**src/rtl/b64c_pkg.sv**
```systemverilog
// ----------------------------------------------------------------------------
// b64c_pkg
// Types, constants and character tables shared by the Base64 codec modules.
// ----------------------------------------------------------------------------
package b64c_pkg;

  localparam logic [7:0] PAD_CHAR   = 8'h3D;
  localparam logic       MODE_ENC   = 1'b0;
  localparam logic       MODE_DEC   = 1'b1;
  localparam int         QUEUE_DEPTH = 2;

  typedef struct packed {
    logic [7:0] in_byte;
    logic       in_last;
  } in_item_t;

  typedef struct packed {
    logic [7:0] out_byte;
    logic       out_last;
    logic       error;
  } out_item_t;

  typedef struct packed {
    logic        err;
    logic        enc;
    logic [23:0] bits;
    logic [2:0]  ndata;
    logic [2:0]  total;
    logic        last;
  } job_t;

  typedef struct packed {
    logic       invalid;
    logic [5:0] code;
  } code_t;

  function automatic code_t char_code(input logic [7:0] c);
    code_t r;
    r.invalid = 1'b0;
    r.code    = '0;
    case (c) inside
      [8'h41:8'h5A]: r.code = 6'(c - 8'h41);
      [8'h61:8'h7A]: r.code = 6'(c - 8'h61 + 8'd26);
      [8'h30:8'h39]: r.code = 6'(c - 8'h30 + 8'd52);
      8'h2B:         r.code = 6'd62;
      8'h2F:         r.code = 6'd63;
      default:       r.invalid = 1'b1;
    endcase
    return r;
  endfunction

  function automatic logic [7:0] enc_char(input logic [5:0] idx);
    logic [7:0] r;
    case (idx) inside
      [6'd0:6'd25]:  r = 8'h41 + {2'b00, idx};
      [6'd26:6'd51]: r = 8'h61 + {2'b00, idx} - 8'd26;
      [6'd52:6'd61]: r = 8'h30 + {2'b00, idx} - 8'd52;
      6'd62:         r = 8'h2B;
      default:       r = 8'h2F;
    endcase
    return r;
  endfunction

endpackage

```
**src/rtl/b64c_front.sv**
```systemverilog
// ----------------------------------------------------------------------------
// b64c_front
// Accepts input beats, gathers groups and classifies each finished group or
// error into a job for the back end.
// ----------------------------------------------------------------------------
module b64c_front (
  input  logic               clk,
  input  logic               rst_n,
  input  logic               in_acc,
  input  b64c_pkg::in_item_t in_item,
  input  logic               cfg_we,
  input  logic               cfg_mode,
  output logic               job_push,
  output b64c_pkg::job_t     job
);

  logic        mode_r, mode_nxt;
  logic [23:0] group_r, group_nxt;
  logic [1:0]  cnt_r, cnt_nxt;
  logic [1:0]  pad_r, pad_nxt;
  logic [2:0]  n;
  logic [23:0] enc_sh;
  logic [23:0] dec_sh;
  logic [1:0]  pad_inc;
  logic        is_pad;
  logic [5:0]  v;
  logic        bad;
  b64c_pkg::code_t cc;

  assign n       = {1'b0, cnt_r} + 3'd1;
  assign enc_sh  = {group_r[15:0], in_item.in_byte};
  assign cc      = b64c_pkg::char_code(in_item.in_byte);
  assign is_pad  = (in_item.in_byte == b64c_pkg::PAD_CHAR);
  assign v       = is_pad ? 6'd0 : cc.code;
  assign dec_sh  = {group_r[17:0], v};
  assign pad_inc = is_pad ? pad_r + 2'd1 : pad_r;
  assign bad     = is_pad ? (cnt_r < 2'd2) : (cc.invalid || (pad_r != 2'd0));

  always_comb begin
    mode_nxt  = mode_r;
    group_nxt = group_r;
    cnt_nxt   = cnt_r;
    pad_nxt   = pad_r;
    job_push  = 1'b0;
    job       = '0;
    job.last  = in_item.in_last;
    if (in_acc) begin
      if (mode_r == b64c_pkg::MODE_ENC) begin
        if ((n < 3'd3) && !in_item.in_last) begin
          group_nxt = enc_sh;
          cnt_nxt   = n[1:0];
        end else begin
          job_push  = 1'b1;
          job.enc   = 1'b1;
          job.ndata = n + 3'd1;
          job.total = 3'd4;
          case (n)
            3'd1:    job.bits = {enc_sh[7:0], 16'h0000};
            3'd2:    job.bits = {enc_sh[15:0], 8'h00};
            default: job.bits = enc_sh;
          endcase
          group_nxt = '0;
          cnt_nxt   = '0;
          pad_nxt   = '0;
        end
      end else begin
        if (bad || ((n < 3'd4) && in_item.in_last) ||
            ((n == 3'd4) && (pad_inc != 2'd0) && !in_item.in_last)) begin
          job_push  = 1'b1;
          job.err   = 1'b1;
          job.total = 3'd1;
          group_nxt = '0;
          cnt_nxt   = '0;
          pad_nxt   = '0;
        end else if (n < 3'd4) begin
          group_nxt = dec_sh;
          cnt_nxt   = n[1:0];
          pad_nxt   = pad_inc;
        end else begin
          job_push  = 1'b1;
          job.bits  = dec_sh;
          job.total = 3'd3 - {1'b0, pad_inc};
          job.ndata = job.total;
          group_nxt = '0;
          cnt_nxt   = '0;
          pad_nxt   = '0;
        end
      end
    end
    if (cfg_we) begin
      mode_nxt  = cfg_mode;
      group_nxt = '0;
      cnt_nxt   = '0;
      pad_nxt   = '0;
    end
  end

  always_ff @(posedge clk) begin
    if (!rst_n) begin
      mode_r  <= b64c_pkg::MODE_ENC;
      group_r <= '0;
      cnt_r   <= '0;
      pad_r   <= '0;
    end else begin
      mode_r  <= mode_nxt;
      group_r <= group_nxt;
      cnt_r   <= cnt_nxt;
      pad_r   <= pad_nxt;
    end
  end

endmodule

```
**src/rtl/b64c_queue.sv**
```systemverilog
// ----------------------------------------------------------------------------
// b64c_queue
// Two-entry job queue between the front end and the back end.
// ----------------------------------------------------------------------------
module b64c_queue (
  input  logic           clk,
  input  logic           rst_n,
  input  logic           push,
  input  b64c_pkg::job_t push_job,
  input  logic           pop,
  output logic           full,
  output logic           empty,
  output b64c_pkg::job_t head
);

  b64c_pkg::job_t mem_r [b64c_pkg::QUEUE_DEPTH];
  logic       wr_r, wr_nxt;
  logic       rd_r, rd_nxt;
  logic [1:0] cnt_r, cnt_nxt;
  logic       do_push, do_pop;

  assign full    = (cnt_r == 2'(b64c_pkg::QUEUE_DEPTH));
  assign empty   = (cnt_r == 2'd0);
  assign head    = mem_r[rd_r];
  assign do_push = push && !full;
  assign do_pop  = pop && !empty;

  always_comb begin
    wr_nxt  = do_push ? ~wr_r : wr_r;
    rd_nxt  = do_pop ? ~rd_r : rd_r;
    cnt_nxt = cnt_r + {1'b0, do_push} - {1'b0, do_pop};
  end

  always_ff @(posedge clk) begin
    if (do_push) begin
      mem_r[wr_r] <= push_job;
    end
  end

  always_ff @(posedge clk) begin
    if (!rst_n) begin
      wr_r  <= 1'b0;
      rd_r  <= 1'b0;
      cnt_r <= '0;
    end else begin
      wr_r  <= wr_nxt;
      rd_r  <= rd_nxt;
      cnt_r <= cnt_nxt;
    end
  end

endmodule

```
**src/rtl/b64c_back.sv**
```systemverilog
// ----------------------------------------------------------------------------
// b64c_back
// Expands each job into its result beats, one per cycle while the output
// register is free or being popped, into the output register.
// ----------------------------------------------------------------------------
module b64c_back (
  input  logic                clk,
  input  logic                rst_n,
  input  logic                job_valid,
  input  b64c_pkg::job_t      job,
  output logic                job_pop,
  input  logic                out_pop,
  output logic                out_valid,
  output b64c_pkg::out_item_t out_item
);

  logic [1:0]          k_r, k_nxt;
  logic                valid_r, valid_nxt;
  b64c_pkg::out_item_t item_r, item_nxt;
  logic                adv;
  logic                final_beat;
  logic [5:0]          six;
  logic [7:0]          byte_sel;
  b64c_pkg::out_item_t beat;

  assign adv        = job_valid && (!valid_r || out_pop);
  assign final_beat = ({1'b0, k_r} == (job.total - 3'd1));
  assign job_pop    = adv && final_beat;
  assign out_valid  = valid_r;
  assign out_item   = item_r;

  always_comb begin
    case (k_r)
      2'd0:    six = job.bits[23:18];
      2'd1:    six = job.bits[17:12];
      2'd2:    six = job.bits[11:6];
      default: six = job.bits[5:0];
    endcase
    case (k_r)
      2'd0:    byte_sel = job.bits[23:16];
      2'd1:    byte_sel = job.bits[15:8];
      default: byte_sel = job.bits[7:0];
    endcase
    beat.out_last = final_beat && job.last;
    beat.error    = job.err;
    if (job.err) begin
      beat.out_byte = 8'h00;
    end else if (job.enc) begin
      beat.out_byte = ({1'b0, k_r} < job.ndata) ? b64c_pkg::enc_char(six)
                                                : b64c_pkg::PAD_CHAR;
    end else begin
      beat.out_byte = byte_sel;
    end
  end

  always_comb begin
    k_nxt     = k_r;
    valid_nxt = valid_r;
    item_nxt  = item_r;
    if (valid_r && out_pop) begin
      valid_nxt = 1'b0;
    end
    if (adv) begin
      valid_nxt = 1'b1;
      item_nxt  = beat;
      k_nxt     = final_beat ? 2'd0 : k_r + 2'd1;
    end
  end

  always_ff @(posedge clk) begin
    item_r <= item_nxt;
  end

  always_ff @(posedge clk) begin
    if (!rst_n) begin
      k_r     <= '0;
      valid_r <= 1'b0;
    end else begin
      k_r     <= k_nxt;
      valid_r <= valid_nxt;
    end
  end

endmodule

```
**src/rtl/base64_codec.sv**
```systemverilog
// ----------------------------------------------------------------------------
// base64_codec
// Streaming Base64 codec with the standard alphabet, encode or decode.
// ----------------------------------------------------------------------------
// The input side behaves as a queue: a beat is taken when in_push is high
// and in_full is low. Each beat carries one byte (encode) or one character
// (decode) and a flag for the end of the message.
// The result side also behaves as a queue: while out_empty is low the oldest
// result is on out_data, and it is removed when out_pop is high.
// The cfg channel writes the mode (0 encode, 1 decode); cfg_ready is always
// high, and a write clears any partly gathered group.
// A beat that completes a group, or an error, goes as a job through the job
// queue into the output register on its way to out_data. While out_pop is high,
// the back end emits one result per cycle, so decoding and single-beat errors
// take one beat per cycle; encoding is bound by four results per three bytes.
// The two-entry job queue sets how far the input can run ahead of the output.
// After reset the mode is encode, no group is held and out_empty is high.
// If the receiver stops popping, the output register and the job queue fill
// and in_full rises; nothing is lost.
// ----------------------------------------------------------------------------
module base64_codec (
  input  logic                clk,
  input  logic                rst_n,
  input  logic                in_push,
  output logic                in_full,
  input  b64c_pkg::in_item_t  in_data,
  output logic                out_empty,
  input  logic                out_pop,
  output b64c_pkg::out_item_t out_data,
  input  logic                cfg_valid,
  output logic                cfg_ready,
  input  logic                cfg_data
);

  logic           in_acc;
  logic           job_push;
  b64c_pkg::job_t job_in;
  logic           q_full, q_empty;
  b64c_pkg::job_t q_head;
  logic           q_pop;
  logic           out_valid;

  assign cfg_ready = 1'b1;
  assign in_full   = q_full;
  assign in_acc    = in_push && !q_full;
  assign out_empty = !out_valid;

  b64c_front u_front (
    .clk      (clk),
    .rst_n    (rst_n),
    .in_acc   (in_acc),
    .in_item  (in_data),
    .cfg_we   (cfg_valid && cfg_ready),
    .cfg_mode (cfg_data),
    .job_push (job_push),
    .job      (job_in)
  );

  b64c_queue u_queue (
    .clk      (clk),
    .rst_n    (rst_n),
    .push     (job_push),
    .push_job (job_in),
    .pop      (q_pop),
    .full     (q_full),
    .empty    (q_empty),
    .head     (q_head)
  );

  b64c_back u_back (
    .clk       (clk),
    .rst_n     (rst_n),
    .job_valid (!q_empty),
    .job       (q_head),
    .job_pop   (q_pop),
    .out_pop   (out_pop),
    .out_valid (out_valid),
    .out_item  (out_data)
  );

endmodule

```
**config.mk**
```make
export PLATFORM = sky130hd
export DESIGN_NAME = base64_codec
export DESIGN_NICKNAME = d
export VERILOG_FILES = /design/src/rtl/b64c_pkg.sv /design/src/rtl/b64c_front.sv /design/src/rtl/b64c_queue.sv /design/src/rtl/b64c_back.sv /design/src/rtl/base64_codec.sv
export SDC_FILE = /design/constraint.sdc
export NUM_CORES = 1
export LEC_CHECK = 0
export ABC_CLOCK_PERIOD_IN_PS = 5810
export BUFFER_PORTS_ARGS = -buffer_cell sky130_fd_sc_hd__buf_2
export CORE_MARGIN = 3
export CORE_UTILIZATION = 47
export CTS_CLUSTER_DIAMETER = 120
export CTS_CLUSTER_SIZE = 14
export DETAILED_ROUTE_END_ITERATION = 16
export GPL_TIMING_DRIVEN = 1
export PLACE_DENSITY = 0.66
export SLEW_MARGIN = 20
export SYNTH_ARGS = -nofsm -noshare
export SYNTH_HDL_FRONTEND = slang
export SYNTH_SLANG_ARGS = --single-unit
```
**constraint.sdc**
```tcl
create_clock -name clk -period 5.81 [get_ports clk]
set_input_delay 1.162 -clock clk [delete_from_list [all_inputs] [get_ports clk]]
set_output_delay 1.162 -clock clk [all_outputs]
set_load 0.05 [all_outputs]
```
==> impl_table.tex <==
\begin{tabular}{lr}
\hline
Metric & Value \\
\hline
\multicolumn{2}{l}{\textbf{Status}} \\
\quad Result of the run & complete, no violations \\
\multicolumn{2}{l}{\textbf{Job}} \\
\quad Max cap viols & 0 \\
\multicolumn{2}{l}{\textbf{Timing}} \\
\quad Post-route minimum period & 4238 ps \\
\quad Finish-stage setup viols & 0 \\
\quad Total Neg Setup Slack & 0 ps \\
\quad Final cycle utilization of the critical path & 0.7294 \\
\quad Transition time at the pin with the least slew margin & 992.4 ps \\
\quad FMAX & 0.2360 GHz \\
\quad Final-report hold violation count & 0 \\
\quad Final worst clock skew & 10.34 ps \\
\quad RSZ-0062 raised after global routing & false \\
\quad Remaining max-slew budget at the tightest pin & 0.3384 \\
\quad Number of max-slew violations in the final report & 0 \\
\multicolumn{2}{l}{\textbf{Logic synthesis}} \\
\quad Cell type contributing the most total cell area after synthesis & sky130\_fd\_sc\_hd\_\_edfxtp\_1 \\
\quad Portion of the post-synthesis area used by sequential elements & 0.4385 \\
\quad Synth Instances & 646 \\
\quad Syn avg cell area & 10.03 um2 \\
\quad Net count of the mapped netlist & 699 \\
\quad Synth Warn \# & 0 \\
\quad Post-synth EDFFs & 74 \\
\quad Netlist area before placement & 6482 um2 \\
\quad Fraction of synthesized cell area taken by the top area cell type & 0.3428 \\
\quad Biggest area contributors in the synthesized netlist & sky130\_fd\_sc\_hd\_\_edfxtp\_1 (34\%), sky130\_fd\_sc\_hd\_\_dfxtp\_1 (9.6\%), sky130\_fd\_sc\_hd\_\_ha\_1 (7.3\%) \\
\quad Number of flip-flops and latches in the synthesized netlist & 105 \\
\quad Proportion of synthesized flip-flops having asynchronous set or reset & 0 \\
\quad Leading register cell type out of synthesis & sky130\_fd\_sc\_hd\_\_edfxtp\_1 \\
\quad Synth unique cells & 71 \\
\multicolumn{2}{l}{\textbf{Cells and area}} \\
\quad Synthesis-to-layout area growth & 7.528\% \\
\quad Fraction of final layout cells sized beyond drive strength 1 & 0.1185 \\
\quad Cell area after layout & 6970 um2 \\
\quad Antenna diodes & 0 \\
\quad Number of nets in the layout & 698 \\
\multicolumn{2}{l}{\textbf{Die}} \\
\quad \# rows & 42 \\
\quad Initial core utilization & 0.4857 \\
\quad Area enclosed by the die boundary & 15240 um2 \\
\quad Core region area & 13350 um2 \\
\quad Horizontal die dimension & 123.4 um \\
\quad Io pins & 28 \\
\quad Chip Height & 123.4 um \\
\multicolumn{2}{l}{\textbf{Critical path}} \\
\quad Category of the most critical setup path & input port to flop \\
\quad Largest fanout on the critical path & 32 \\
\quad Beginning of the critical path & in\_data[3] \\
\quad Endpoint arrival time on the critical path & 4240 ps \\
\quad Max incr delay on CP & 540 ps \\
\quad Worst Setup Start Kind & input port \\
\quad Count of buffering cells on the critical path with inverters included & 3 \\
\quad Data required, critical path & 5810 ps \\
\quad Critical register-to-register path startpoint & u\_back.k\_r[0]\$\_SDFFE\_PN0P\_ \\
\quad Cell with the largest stage delay on the worst path & sky130\_fd\_sc\_hd\_\_o2111a\_1 \\
\quad Delay-heaviest family, CP & compound AO/OA/AOI/OAI gates \\
\quad Crit path cell chain & buf\_2 -> inv\_1 -> ha\_1 -> a21oi\_1 -> a311o\_1 -> and4\_1 -> o31a\_1 -> o2111a\_1 -> nor2\_1 -> and2\_1 -> buf\_4 \\
\quad Kind of capture point of the worst setup path & flop \\
\multicolumn{2}{l}{\textbf{Drt}} \\
\quad Vias post-DR & 4961 \\
\quad Number of routed nets with antenna violations & 0 \\
\quad Uppermost layer routed & met4 \\
\quad Detailed route wirelength on metal3 & 790 um \\
\quad Iteration-0 DRC Markers & 559 \\
\quad Routed met1 length & 6852 um \\
\quad Length of the first detailed-routing pass in iterations & 6 \\
\quad Number of remaining DRC errors & 0 \\
\quad Detail-routed via count per cell & 6.006 \\
\quad Detailed Route WL & 14920 um \\
\quad Routed wl met2 & 7031 um \\
\quad Per-cell routed wire length & 18.06 um \\
\multicolumn{2}{l}{\textbf{Power}} \\
\quad Pint & 0.001586 W \\
\quad Pwr Total & 0.002555 W \\
\quad Logic gate share of total power & 0.401 \\
\quad P per Cell Area & 366.6 nW/um2 \\
\quad Switching Power & 0.0009694 W \\
\quad Peak VDD IR & 170.3 uV \\
\quad Clock network fraction of total power & 0.234 \\
\quad Portion of total power attributed to sequential cells & 0.366 \\
\quad Switching part of the total power & 0.3794 \\
\quad Leakage power & 2.497 nW \\
\multicolumn{2}{l}{\textbf{Clock tree}} \\
\quad Hold-fix buffers at CTS & 0 \\
\quad CTS Buf Count & 9 \\
\quad Clock tree from TritonCTS & done \\
\quad Deepest level of the CTS H-tree & 3 \\
\quad Post-CTS Setup Bufs & 0 \\
\quad Worst-skew pair later-pin latency & 350 ps \\
\quad Maximum clock path buffer count & 2 \\
\quad Clock sink count & 105 \\
\quad Clk slew on worst S/H paths & 60 ps \\
\quad Root buffer cell & sky130\_fd\_sc\_hd\_\_clkbuf\_16 \\
\quad Count of cells resized by post-cts repair & 0 \\
\multicolumn{2}{l}{\textbf{GRT}} \\
\quad Grt total ovfl & 0 \\
\quad Pin count of the biggest net entering global routing & 34 \\
\quad Total global routing track utilization & 0.2095 \\
\quad Initial antenna violation count & 0 \\
\quad Wire length of the first global-routing pass & 25040 um \\
\quad Vias in the first global route & 4873 \\
\multicolumn{2}{l}{\textbf{Placed design}} \\
\quad Placer congestion estimate & 0.8981 \\
\quad Number of buffers added on ports & 26 \\
\quad Placed cell area & 6678 um2 \\
\quad Half-perimeter wire length after detailed placement & 10860 um \\
\multicolumn{2}{l}{\textbf{Hold path}} \\
\quad Worst Hold Launch & u\_front.group\_r[17]\$\_SDFFE\_PP0P\_ \\
\quad Path category of the worst min-delay check & flop to flop \\
\hline
\end{tabular}
## power groups by stage
stage / clock, W / sequential [W] / combinational, W
floorplan: 0 / 0.00103 / 0.000732
global placement: 0 / 0.000949 / 0.000999
detailed placement: 0 / 0.000951 / 0.00102
CTS: 0.000612 / 0.000935 / 0.00102
global route: 0.000644 / 0.000945 / 0.00113
finish: 0.000597 / 0.000935 / 0.00102
## stage by stage
stage / hold slack (ps) / instances / utilization / worst slack (ps)
6_report: 496.8 / 826 / 0.5222 / 1572
5_1_grt: 529.8 / 826 / 0.5222 / 1331
4_1_cts: 493.7 / 826 / 0.5222 / 1593
3_5_place_dp: 480.4 / 810 / 0.5003 / 1225
3_3_place_gp: 486.0 / 810 / 0.5003 / 1277
2_1_floorplan: 468.7 / 646 / - / 111.5
## Yosys cell counts (3+ instances only)
master	count
sky130_fd_sc_hd__o21ai_1	6
sky130_fd_sc_hd__o22ai_1	3
sky130_fd_sc_hd__nand2b_1	5
sky130_fd_sc_hd__o31ai_1	3
sky130_fd_sc_hd__nor3b_1	11
sky130_fd_sc_hd__o221ai_1	3
sky130_fd_sc_hd__o21a_1	4
sky130_fd_sc_hd__nand3_1	9
sky130_fd_sc_hd__xor2_1	5
sky130_fd_sc_hd__nor2b_1	13
sky130_fd_sc_hd__nor2_1	52
sky130_fd_sc_hd__o21ai_0	27
sky130_fd_sc_hd__mux2_4	6
sky130_fd_sc_hd__a21oi_1	36
sky130_fd_sc_hd__mux2_2	9
sky130_fd_sc_hd__a21o_1	4
sky130_fd_sc_hd__mux2i_1	16
sky130_fd_sc_hd__nor3_1	28
sky130_fd_sc_hd__a22o_1	9
sky130_fd_sc_hd__a222oi_1	4
sky130_fd_sc_hd__clkbuf_1	31
sky130_fd_sc_hd__and3_1	4
sky130_fd_sc_hd__nand4_1	4
sky130_fd_sc_hd__and2_1	8
sky130_fd_sc_hd__inv_1	32
sky130_fd_sc_hd__and4_1	4
sky130_fd_sc_hd__xnor2_1	15
sky130_fd_sc_hd__ha_1	38
sky130_fd_sc_hd__buf_2	7
sky130_fd_sc_hd__or2_2	3
sky130_fd_sc_hd__or3_1	3
sky130_fd_sc_hd__edfxtp_1	74
sky130_fd_sc_hd__mux2_1	4
sky130_fd_sc_hd__a21boi_0	4
sky130_fd_sc_hd__dfxtp_1	31
sky130_fd_sc_hd__nand2_1	51
sky130_fd_sc_hd__a221oi_1	18
sky130_fd_sc_hd__a31oi_1	6
sky130_fd_sc_hd__a22oi_1	14
## worst reg2reg max path: cells and delay by family, from the launching register on
kind	cells	cell delay, ps
AO/OA/AOI/OAI	7	1400
adder cells (fa/ha/maj)	2	810
multiplexers	1	620
flip-flops	1	380
AND/OR/NAND/NOR	2	380
buffers and inverters	2	360
## layer usage
metal,vias up,GRT usage
met3,29,0.04437
met4,0,0.06644
li1,2390,-
met2,171,0.3411
met5,-,0
met1,2371,0.2799
## layout by cell type, fill, tap and decap left out, drive strengths merged, types with 5 or more instances in the layout
cell type / Yosys / routed
a21boi: 5 / 5
nor2b: 13 / 13
dfxtp: 31 / 31
a22o: 9 / 9
inv: 33 / 33
nand2b: 6 / 6
buf: 12 / 31
mux2i: 18 / 18
nand2: 51 / 51
edfxtp: 74 / 74
nor3: 28 / 28
clkbuf: 31 / 12
nand3: 9 / 9
a22oi: 14 / 14
xor2: 5 / 5
a31oi: 7 / 7
mux2: 19 / 19
ha: 38 / 38
xnor2: 15 / 15
o21ai: 33 / 33
nor2: 52 / 52
a21oi: 36 / 36
and2: 8 / 8
a221oi: 18 / 18
nor3b: 11 / 11
## sequential cells by signal (all words and copies together) (netlist names), named ones only
name	count
u_front.cnt_r	2
u_queue.mem_r	64
u_front.mode_r	1
u_queue.rd_r	1
u_back.out_valid	1
u_queue.cnt_r	2
u_back.out_item	10
u_front.pad_r	2
u_queue.wr_r	1
u_front.group_r	18
u_back.k_r	2
## path summary, 6_finish.rpt
path,to,slack (ps),cells after the start
worst max register to register,u_back.out_item[5]$_SDFFCE_PP0P_,1610,14
worst min register to register,u_front.group_r[17]$_SDFFE_PP0P_,500,2
worst min-delay path,u_front.group_r[17]$_SDFFE_PP0P_,500,2
worst max-delay path,u_queue.mem_r[1][20]$_DFFE_PP_,1570,11
## logic make-up (layout without fill, tap and decap cells)
| logic type | after synthesis | count (layout) | share of synthesized area |
|---|---|---|---|
| AND/OR/NAND/NOR | 200 | 200 | 0.1544 |
| AO/OA/AOI/OAI | 169 | 169 | 0.1901 |
| flip-flops | 105 | 105 | 0.4385 |
| buffers and inverters | 76 | 80 | 0.05057 |
| adder cells (fa/ha/maj) | 38 | 38 | 0.07335 |
| multiplexers | 37 | 37 | 0.06543 |
| XOR/XNOR | 20 | 20 | 0.02702 |
| other | 1 | 1 | 0.0005785 |
## layout make-up
class,instances,area [um2]
fillers,1216,6377
multi-input cells,465,3323
flip-flops and latches,105,2843
clock buffers,12,236.5
well taps,176,220.2
repair buffers,31,167.7
inverters,33,123.9
clock inverters,4,56.30
No activity file was read; power rests on OpenSTA's default activity.
